[src/design/fcr_pkg.sv]
// fcr_pkg: shared constants and types for the framed command responder.
// No dependencies.
`timescale 1ns / 1ps
`default_nettype none
package fcr_pkg;
  localparam logic [1:0] CMD_BYTE   = 2'd0;
  localparam logic [1:0] CMD_SPEED  = 2'd1;
  localparam logic [1:0] CMD_LOAD   = 2'd2;
  localparam logic [1:0] CMD_UNUSED = 2'd3;

  localparam logic [7:0] T_CMD   = 8'h10;
  localparam logic [7:0] T_REQ   = 8'h20;
  localparam logic [7:0] T_RSP   = 8'h40;
  localparam logic [7:0] T_CUR   = 8'h80;
  localparam logic [7:0] T_MASK  = 8'h0F;
  localparam logic [7:0] T_TIME  = 8'h01;
  localparam logic [7:0] T_SPEED = 8'h02;
  localparam logic [7:0] T_LOAD  = 8'h04;

  localparam logic [7:0] E_DIR = 8'h01;
  localparam logic [7:0] E_CNT = 8'h02;
  localparam logic [7:0] E_L0  = 8'h04;
  localparam logic [7:0] E_L1  = 8'h08;

  localparam logic [7:0] START_RESET = 8'hF0;
  localparam logic [7:0] END_RESET   = 8'h0E;

  localparam logic CFG_START = 1'b0;
  localparam logic CFG_END   = 1'b1;

  // byte source selected by the controller
  typedef enum logic [2:0] {
    SRC_START, SRC_TYPE, SRC_LEN, SRC_TIME, SRC_SPEED, SRC_ERR, SRC_LOAD, SRC_HIST
  } src_e;

  typedef struct packed {
    src_e       src;
    logic [1:0] byte_sel;
    logic [1:0] load_sel;
    logic       hist_speed;
    logic       last;
  } emit_t;

  typedef struct packed {
    logic [7:0] ftype;
  } frame_t;
endpackage
`default_nettype wire

[src/design/fcr_ctrl.sv]
// fcr_ctrl: frame parser and response sequencer.
// Depends on fcr_pkg.
`timescale 1ns / 1ps
`default_nettype none
module fcr_ctrl #(
  parameter int HISTORY_DEPTH = 1024,
  parameter int FRAME_BYTES   = 64
) (
  input  wire logic       clk_i,
  input  wire logic       rst_ni,
  input  wire logic       in_valid_i,
  input  wire logic [1:0] cmd_i,
  input  wire logic [7:0] rx_byte_i,
  input  wire logic [7:0] start_code_i,
  input  wire logic [7:0] end_code_i,
  output logic            in_ready_o,
  output logic            smp_we_o,
  output logic            load_we_o,
  output logic [$clog2(HISTORY_DEPTH)-1:0] raddr_o,
  output logic            clr_sticky_o,
  output logic [$clog2(HISTORY_DEPTH)-1:0] clr_addr_o,
  output logic            clr_we_o,
  output fcr_pkg::emit_t  emit_o,
  output fcr_pkg::frame_t frame_o,
  output logic [7:0]      len_o,
  output logic            out_valid_o,
  input  wire logic       out_ready_i
);
  localparam int AW = $clog2(HISTORY_DEPTH);
  localparam int PAY = FRAME_BYTES - 4;
  localparam logic [2:0] PH_WAIT = 3'd0, PH_TYPE = 3'd1, PH_LEN = 3'd2,
                         PH_DATA = 3'd3, PH_END = 3'd4;
  localparam logic [2:0] S_CLEAR = 3'd0, S_IDLE = 3'd1, S_FETCH = 3'd2, S_EMIT = 3'd3;

  logic [2:0] st_q, st_d, ph_q, ph_d;
  logic [7:0] ftype_q, ftype_d, left_q, left_d, asked_q, asked_d;
  logic       first_q, first_d;
  logic [AW-1:0] ridx_q, ridx_d, clr_q;
  fcr_pkg::emit_t e_q, e_d;
  logic [7:0] recs_q, recs_d, len_q, len_d;
  logic [4:0] size;
  logic [7:0] cap, recs;
  logic       tt, ts, tl, acc, ob, hist;
  logic [7:0] wait_sz;

  assign tt = ftype_q[0];
  assign ts = ftype_q[1];
  assign tl = ftype_q[2];
  assign hist = !ftype_q[7];
  assign size = (tt ? 5'd4 : 5'd0) + (ts ? 5'd4 : 5'd0) + (tl ? 5'd16 : 5'd0);
  assign wait_sz = 8'd0;

  // record cap is one of five record sizes; small table
  always_comb begin
    case (size)
      5'd4:    cap = 8'(PAY / 4);
      5'd8:    cap = 8'(PAY / 8);
      5'd16:   cap = 8'(PAY / 16);
      5'd20:   cap = 8'(PAY / 20);
      5'd24:   cap = 8'(PAY / 24);
      default: cap = 8'd0;
    endcase
    recs = (asked_q < cap) ? asked_q : cap;
  end

  assign in_ready_o = (st_q == S_IDLE);
  assign acc = in_valid_i && in_ready_o;
  assign ob = out_valid_o && out_ready_i;
  assign out_valid_o = (st_q == S_EMIT);
  assign smp_we_o = acc && cmd_i == fcr_pkg::CMD_SPEED;
  assign load_we_o = acc && cmd_i == fcr_pkg::CMD_LOAD;
  assign clr_we_o = (st_q == S_CLEAR);
  assign clr_addr_o = clr_q;
  assign raddr_o = ridx_q;
  assign emit_o = e_q;
  assign len_o = len_q;
  assign frame_o = '{ftype: ftype_q};
  assign clr_sticky_o = ob && e_q.src == fcr_pkg::SRC_ERR && !e_q.last;

  always_comb begin
    st_d = st_q; ph_d = ph_q; ftype_d = ftype_q; left_d = left_q; asked_d = asked_q;
    first_d = first_q; ridx_d = ridx_q; e_d = e_q; recs_d = recs_q; len_d = len_q;
    unique case (st_q)
      S_CLEAR: if (clr_q == AW'(HISTORY_DEPTH - 1)) st_d = S_IDLE;
      S_IDLE: begin
        if (acc && cmd_i == fcr_pkg::CMD_BYTE) begin
          unique case (ph_q)
            PH_TYPE: begin
              if ((rx_byte_i & fcr_pkg::T_CMD) != 8'h00) begin
                ftype_d = rx_byte_i; ph_d = PH_LEN;
              end else ph_d = PH_WAIT;
            end
            PH_LEN: begin
              left_d = rx_byte_i; asked_d = 8'd0; first_d = 1'b1;
              ph_d = (rx_byte_i == 8'd0) ? PH_END : PH_DATA;
            end
            PH_DATA: begin
              if (first_q) begin
                asked_d = rx_byte_i; first_d = 1'b0;
              end
              left_d = left_q - 8'd1;
              if (left_q == 8'd1) ph_d = PH_END;
            end
            PH_END: begin
              if (rx_byte_i == end_code_i) begin
                ph_d = PH_WAIT;
                if ((ftype_q & fcr_pkg::T_REQ) != 8'h00) begin
                  st_d = S_EMIT;
                  e_d = '{src: fcr_pkg::SRC_START, byte_sel: 2'd0, load_sel: 2'd0,
                          hist_speed: 1'b0, last: 1'b0};
                  if (hist) begin
                    recs_d = recs;
                    len_d = 8'(size * recs);
                  end else begin
                    recs_d = 8'd0;
                    len_d = (tt ? 8'd4 : 8'd0) + (ts ? 8'd5 : 8'd0) + (tl ? 8'd16 : 8'd0);
                  end
                end
              end else ph_d = (rx_byte_i == start_code_i) ? PH_TYPE : PH_WAIT;
            end
            default: ph_d = (rx_byte_i == start_code_i) ? PH_TYPE : PH_WAIT;
          endcase
        end
      end
      S_FETCH: st_d = S_EMIT;
      S_EMIT: begin
        if (ob) begin
          // next byte of the response; words step through byte_sel
          if (e_q.last) st_d = S_IDLE;
          else if ((e_q.src == fcr_pkg::SRC_TIME || e_q.src == fcr_pkg::SRC_SPEED ||
                    e_q.src == fcr_pkg::SRC_LOAD || e_q.src == fcr_pkg::SRC_HIST) &&
                   e_q.byte_sel != 2'd3) begin
            e_d.byte_sel = e_q.byte_sel + 2'd1;
          end else begin
            e_d.byte_sel = 2'd0;
            unique case (e_q.src)
              fcr_pkg::SRC_START: e_d.src = fcr_pkg::SRC_TYPE;
              fcr_pkg::SRC_TYPE:  e_d.src = fcr_pkg::SRC_LEN;
              fcr_pkg::SRC_LEN: begin
                if (hist) begin
                  if (recs_q == 8'd0) e_d.last = 1'b1;
                  else begin
                    st_d = S_FETCH;
                    if (tt) begin
                      e_d.src = fcr_pkg::SRC_HIST; e_d.hist_speed = 1'b0;
                    end else if (ts) begin
                      e_d.src = fcr_pkg::SRC_HIST; e_d.hist_speed = 1'b1;
                    end else begin
                      e_d.src = fcr_pkg::SRC_LOAD; e_d.load_sel = 2'd0;
                    end
                  end
                end else if (tt) e_d.src = fcr_pkg::SRC_TIME;
                else if (ts) e_d.src = fcr_pkg::SRC_SPEED;
                else if (tl) begin
                  e_d.src = fcr_pkg::SRC_LOAD; e_d.load_sel = 2'd0;
                end else e_d.last = 1'b1;
              end
              fcr_pkg::SRC_TIME: begin
                if (ts) e_d.src = fcr_pkg::SRC_SPEED;
                else if (tl) begin
                  e_d.src = fcr_pkg::SRC_LOAD; e_d.load_sel = 2'd0;
                end else e_d.last = 1'b1;
              end
              fcr_pkg::SRC_SPEED: e_d.src = fcr_pkg::SRC_ERR;
              fcr_pkg::SRC_ERR: begin
                if (tl) begin
                  e_d.src = fcr_pkg::SRC_LOAD; e_d.load_sel = 2'd0;
                end else e_d.last = 1'b1;
              end
              fcr_pkg::SRC_HIST: begin
                if (!e_q.hist_speed && ts) e_d.hist_speed = 1'b1;
                else if (tl) begin
                  e_d.src = fcr_pkg::SRC_LOAD; e_d.load_sel = 2'd0;
                end else begin
                  // record done
                  ridx_d = (ridx_q == AW'(HISTORY_DEPTH - 1)) ? '0 : ridx_q + 1'b1;
                  recs_d = recs_q - 8'd1;
                  if (recs_q == 8'd1) e_d.last = 1'b1;
                  else begin
                    st_d = S_FETCH; e_d.hist_speed = !tt;
                  end
                end
              end
              fcr_pkg::SRC_LOAD: begin
                if (e_q.load_sel != 2'd3) e_d.load_sel = e_q.load_sel + 2'd1;
                else if (!hist) e_d.last = 1'b1;
                else begin
                  ridx_d = (ridx_q == AW'(HISTORY_DEPTH - 1)) ? '0 : ridx_q + 1'b1;
                  recs_d = recs_q - 8'd1;
                  if (recs_q == 8'd1) e_d.last = 1'b1;
                  else begin
                    st_d = S_FETCH;
                    if (tt || ts) begin
                      e_d.src = fcr_pkg::SRC_HIST; e_d.hist_speed = !tt;
                    end else e_d.load_sel = 2'd0;
                  end
                end
              end
              default: e_d.last = 1'b1;
            endcase
          end
        end
      end
      default: st_d = S_IDLE;
    endcase
  end

  always_ff @(posedge clk_i or negedge rst_ni) begin
    if (!rst_ni) begin
      st_q <= S_CLEAR; ph_q <= PH_WAIT; ftype_q <= '0; left_q <= '0; asked_q <= '0;
      first_q <= 1'b0; ridx_q <= '0; clr_q <= '0; recs_q <= '0; len_q <= '0;
      e_q <= '{src: fcr_pkg::SRC_START, byte_sel: 2'd0, load_sel: 2'd0,
               hist_speed: 1'b0, last: 1'b0};
    end else begin
      st_q <= st_d; ph_q <= ph_d; ftype_q <= ftype_d; left_q <= left_d;
      asked_q <= asked_d; first_q <= first_d; ridx_q <= ridx_d; recs_q <= recs_d;
      len_q <= len_d; e_q <= e_d;
      if (st_q == S_CLEAR) clr_q <= clr_q + 1'b1;
    end
  end

  a_no_accept_busy: assert property (@(posedge clk_i) disable iff (!rst_ni)
    out_valid_o |-> !in_ready_o) else $error("input taken during response");
  a_fetch_then_emit: assert property (@(posedge clk_i) disable iff (!rst_ni)
    st_q == S_FETCH |=> out_valid_o) else $error("fetch not followed by emit");
  a_last_idle: assert property (@(posedge clk_i) disable iff (!rst_ni)
    (ob && e_q.last) |=> in_ready_o) else $error("no return to idle after end word");
  a_recs_cap: assert property (@(posedge clk_i) disable iff (!rst_ni)
    (out_valid_o && hist && e_q.src == fcr_pkg::SRC_LEN) |-> len_q <= 8'(PAY) + wait_sz)
    else $error("history payload over cap");
endmodule
`default_nettype wire

[config.mk]
export PLATFORM = sky130hd
export DESIGN_NAME = fcr_ctrl
export DESIGN_NICKNAME = d
export VERILOG_FILES = /design/src/design/fcr_pkg.sv /design/src/design/fcr_ctrl.sv
export SDC_FILE = /design/constraint.sdc
export NUM_CORES = 1
export LEC_CHECK = 0
export CAP_MARGIN = 20
export CORE_MARGIN = 8
export CORE_UTILIZATION = 60
export CTS_BUF_LIST = sky130_fd_sc_hd__clkbuf_4
export CTS_CLUSTER_DIAMETER = 80
export DETAILED_ROUTE_END_ITERATION = 12
export DONT_BUFFER_PORTS = 1
export GPL_TIMING_DRIVEN = 0
export HOLD_SLACK_MARGIN = 0.15
export PLACE_DENSITY = 0.76
export SYNTH_ARGS = -nofsm -noshare
export SYNTH_HDL_FRONTEND = slang
export SYNTH_SLANG_ARGS = --single-unit
[constraint.sdc]
create_clock -name clk_i -period 6.4 [get_ports clk_i]
set_clock_uncertainty 0.05 [all_clocks]
set_input_delay 1.28 -clock clk_i [delete_from_list [all_inputs] [get_ports clk_i]]
set_output_delay 1.28 -clock clk_i [all_outputs]
set_load 0.02 [all_outputs]
---- Word-level counts from Yosys, hierarchy flattened ----
Index checks and enable logic that the tools add are counted.
cells by class
  $add $sub $neg .......................... 10
  magnitude comparators ................... 1
  reduce and logical (&&, ||, !) cells .... 38
  bitwise operators ....................... 2
  equality and inequality tests ........... 72
  mux-type cells .......................... 110
  multipliers ............................. 1
operators by type and width
  kind                   count
  $mux 8                 15
  $mux 3                 36
  $pmux 8 s2             4
  $mux 9                 6
  $ne 4x4->1 const B     13
  $mux 10                5
  $reduce_and 14->1      2
  $mux 2                 13
  $ne 3x3->1 const B     8
  $pmux 3 s4             2
  $pmux 3 s8             1
  $add 10x1->10 const B  2
  $eq 10x10->1 const B   2
  $ne 2x2->1 const B     10
  $pmux 10 s2            1
  $eq 3x2->1 const B     6
  $pmux 9 s2             1
  $reduce_and 18->1      1
  $mux 1                 17
  $reduce_and 17->1      1
  $eq 8x1->1 const B     2
  $eq 8x8->1             2
  $logic_not 8->1        2
  $pmux 4 s4             1
  other kinds (43)       81
word-level totals
  output and inout bits ................... 51
  word-level logic and storage cells ...... 249
  bits in registers ....................... 76
  input bits .............................. 30

---- Logic depth before layout (Yosys ltp) ----
  word-level depth ........................ 14
  gate-level depth with buffers ........... 24
  gate-level depth less buffers ........... 22

---- Least setup slack after synthesis ----
No wires, ideal clock.
  kind .................................... flip-flop to flip-flop
  start ................................... register ftype_q[1] (netlist: frame_o[1])
  end ..................................... register len_q[7] (netlist: len_o[7])
  library setup time ...................... 118 ps
  clock period less this slack ............ 4994 ps
  slack ................................... 1406 ps
  arrival ................................. 4826 ps
  path buffers ............................ 2
  stages on the path, launching flop included .. 22
  required time ........................... 6232 ps
  path through ............................ dfrtp_1 > clkbuf_1 > inv_1 > ha_1 > clkbuf_1 > nor3_1 > ha_1 > o211a_1 > a21oi_1 > and2_1 > a21oi_1 > nand2b_1 > fa_1 > inv_1 > ha_1 > ha_1 > ha_1 > xnor2_1 > xnor2_1 > and4_1 > nor4_1 > a21o_1
between the ends
  cells in the longest elaborated chain, start to end .. 10
  elaborated cells on any way between the ends .. 14
  classes of those cells .................. 2 x add/sub; 1 x mul; 1 x order compare; 5 x eq/ne; 4 x mux; 1 x reduce/logical
ends and longest elaborated chain
  what                              line             source
  start, declared                   fcr_ctrl.sv:36   logic [7:0] ftype_q, ftype_d, left_q, left_d, asked_q, asked_d;
  start signal, assigned            fcr_ctrl.sv:215  st_q <= st_d; ph_q <= ph_d; ftype_q <= ftype_d; left_q <= left_d;
  $mux 3 *                          fcr_ctrl.sv:50   assign size = (tt ? 5'd4 : 5'd0) + (ts ? 5'd4 : 5'd0) + (tl ? 5'd16 : 5'd0);
  $add 3x3->4 *                     fcr_ctrl.sv:50
  $add 4x5->5 *                     fcr_ctrl.sv:50
  $eq 5x5->1                        fcr_ctrl.sv:55   case (size)
  $reduce_or 2->1 (no source line)  -
  $pmux 4 s4                        fcr_ctrl.sv:55
  $lt 8x8->1                        fcr_ctrl.sv:63   recs = (asked_q < cap) ? asked_q : cap;
  $mux 8                            fcr_ctrl.sv:63
  $mul 5x8->8 *                     fcr_ctrl.sv:113  len_d = 8'(size * recs);
  $mux 8 *                          fcr_ctrl.sv:111  if (hist) begin
  end, declared                     fcr_ctrl.sv:40   logic [7:0] recs_q, recs_d, len_q, len_d;
Every way passes the cells marked *; elsewhere a longest branch is shown, timed or not.
A chain may end at the register's enable or synchronous reset.

---- Worst setup path after layout ----
Ends and elaborated chain as after synthesis.

==> run metrics <==
worst path required time 6.72 ns; post-layout minimum cycle time 5.82 ns; DR vias/cell 6.41; clock sinks 74; Diodes inserted 0; CTS tree yes; Yosys Warn Count 0; CTS Buf Count 9; distinct cell type count after synthesis 75; layout cells sized above 1 10.7%; VDD IR max 0.205 mV; vias in the first global route 4,371; Longest Clk Path Bufs 2; global route overflow 0; DP Area 0.00522 mm^2; status finished clean; DR iter-0 viols 276; GRT Overall Usage 23.0%; synthesized area 0.00509 mm^2; Slew HR 54.1%; Setup TNS 0 ns; main flop type after synthesis dfrtp_1; part of the cycle the worst path needs 91.0%; I/O pin cnt 81; Worst-Skew Late Latency 0.45 ns; final hold vios 0; H-tree depth 3; setup ws final 0.575 ns; WL/cell 19.0 um; crit path kind flop to flop; pin count of the biggest net entering global routing 75; Syn Inst Count 563; Port Buffers 0; pre-CTS setup slack 0.689 ns; max_cap viols 0; asr flop ratio synth 100%; Slew Viols, Final 0; DRT Wirelength 13.0 mm; static leakage 2.41 nW; Via Count 4,383; Post-synth EDFFs 0; DRC viols 0; Post-DP HPWL 9.70 mm; Max Clock Freq 172 MHz; Area Growth Syn to Fin 5.87%; initial antenna violation count 0; PwrDens 283 mW/mm^2; Max FO, Critical Path 10; RR Startpoint frame_o[1]$_DFFE_PN0P_; register area share after synthesis 36.4%; CORE AREA 0.00822 mm^2; Layout Nets 632; Die X 108 um; first-pass GRT wire length 21.6 mm; Syn Nets 621; cts repair resizes 0; gp weighted congestion 0.966; CTS Hold Bufs 0; # setup viols final 0; arrival time worst endpoint 6.15 ns; DIE AREA 0.0117 mm^2; Post-CTS Setup Bufs 0; unrepaired setup endpoints after global routing false; class of the worst hold path input port to asynchronous set/reset pin; Detailed Routing Iterations Pass 1 5; Initial Util 62.0%; crit start category flop; Final Instance Area 0.00539 mm^2; Worst Max-Slew Pin Slew 0.683 ns; clock root cell clkbuf_4; synthesized flop and latch total 74; Reg clk slew, reported paths 0.16 ns; # rows 33; CP Launch Point frame_o[1]$_DFFE_PN0P_; antenna viol nets, final 0; mean area per synthesized cell 9.05 um^2; height of the die 108 um; Worst Setup End Kind flop
==> power by group <==
part	switching, W	internal, W	total, W
logic	0.000349	0.000213	0.000561
clock network	0.000190	0.000161	0.000351
registers	0.0000791	0.000537	0.000616
==> cells in the mapped netlist (all sizes together), types with 3 or more instances <==
library cell | n | area, um^2
nand2b | 15 | 93.8
a22oi | 3 | 22.5
a21oi | 26 | 134
nor2b | 6 | 37.5
nand4 | 9 | 56.3
mux2i | 7 | 70.1
a22o | 5 | 43.8
nand2 | 66 | 250
inv | 26 | 97.6
xor2 | 19 | 166
o31ai | 9 | 67.6
and4 | 3 | 26.3
or2 | 7 | 43.8
a21boi | 3 | 22.5
xnor2 | 16 | 140
or3 | 5 | 36.3
ha | 25 | 313
a211o | 4 | 36.3
dfrtp | 74 | 1850
o21ai | 39 | 195
nor4 | 10 | 77.6
a21o | 5 | 37.5
clkbuf | 20 | 75.1
a31oi | 4 | 25.0
a211oi | 7 | 52.6
nand3 | 17 | 85.1
o21a | 3 | 22.5
mux2 | 17 | 195
nor3b | 4 | 35.0
nor3 | 18 | 90.1
fa | 3 | 60.1
buf | 8 | 41.3
a2111oi | 3 | 45.1
o211ai | 4 | 30.0
and2 | 11 | 68.8
a2bb2oi | 3 | 26.3
nor2 | 27 | 104
==> stage by stage <==
step                std cells  hold WS, ns  util [%]  total power (W)
floorplan                 563        0.400         -          0.00104
global placement          668        0.411      63.6          0.00114
detailed placement        668        0.422      63.6          0.00118
CTS                       684        0.438      65.6          0.00153
global route              684        0.417      65.6          0.00163
finish                    684        0.444      65.6          0.00153
==> registers in the layout (all words and copies together), names as in the netlist <==
name / count
clr_addr_o: 10
raddr_o: 10
emit_o: 9
asked_q: 8
frame_o: 8
left_q: 8
recs_q: 8
len_o: 7
ph_q: 3
st_q: 2
first_q: 1
==> cell type report <==
type	count	area [um^2]
clock inverter	7	100
inverter	26	97.6
tap	105	131
clock buffer	9	67.6
multi-input combinational	435	3030
fill	711	2830
buffer	28	116
sequential	74	1850
==> cell families (layout without fill, tap and decap cells) <==
family | Yosys count | in the layout | share of synthesized area [%]
other | 2 | 2 | 0.147
flip-flops | 74 | 74 | 36.4
XOR/XNOR | 35 | 35 | 6.02
AO/OA/AOI/OAI | 136 | 136 | 18.6
AND/OR/NAND/NOR | 210 | 210 | 22.1
multiplexers | 24 | 24 | 5.21
adder cells (fa/ha/maj) | 28 | 28 | 7.32
buffers and inverters | 54 | 70 | 4.20
==> layer usage <==
| layer | GRT usage [%] | routed length [um] | vias up |
|---|---|---|---|
| met5 | 0 | 0 | - |
| met4 | 7.63 | 308 | 0 |
| met3 | 6.48 | 1180 | 36 |
| met1 | 28.3 | 5290 | 2093 |
| met2 | 38.1 | 6230 | 211 |
| li1 | - | - | 2043 |
==> path summary, 6_finish.rpt <==
path                                    endpoint  slack (ns)  depth (start not counted)
max reg2reg                 len_o[7]$_DFFE_PN0P_        0.58                         24
max                         len_o[7]$_DFFE_PN0P_        0.58                         24
min                        emit_o[8]$_DFFE_PN0P_        0.44                          0
min in group clk_i         left_q[1]$_DFFE_PN0P_        0.45                          2
min reg2reg                left_q[1]$_DFFE_PN0P_        0.45                          2
max in group asynchronous  left_q[0]$_DFFE_PN0P_        5.70                          0
==> worst max-delay path, cell delays in order, from the launching register on <==
cell and delay, ns:
dfrtp_1 0.56, clkbuf_1 0.40, inv_1 0.18, ha_1 0.30, clkbuf_1 0.33, nor2_1 0.08
nor2_1 0.13, inv_1 0.06, ha_1 0.17, a21oi_1 0.17, nand2_1 0.11, a21oi_1 0.51
and2_1 0.23, a21oi_1 0.07, nand2b_1 0.19, fa_1 0.50, inv_1 0.04, ha_1 0.29
ha_1 0.30, ha_1 0.21, xnor2_1 0.13, xnor2_1 0.25, a31oi_1 0.07, nor4_1 0.31
a21o_1 0.12
==> layout by cell type (no fill, tap or decap), types with 4 or more instances in the layout <==
master and count:
dfrtp_1 74, nand2_1 65, o21ai_0 38, inv_1 26, nor2_1 26, a21oi_1 25
ha_1 25, clkbuf_1 20, xor2_1 19, nor3_1 18, nand3_1 17, xnor2_1 16
mux2_2 16, nand2b_1 15, and2_1 11, o31ai_1 9, nor4_1 9, nand4_1 9
clkbuf_4 9, mux2i_1 7, or2_2 7, a211oi_1 7, nor2b_1 6, buf_2 6
a22o_1 5, a21o_1 5, or3_1 4, a31oi_1 4, o211ai_1 4
Power figures use the tool's default switching activity.
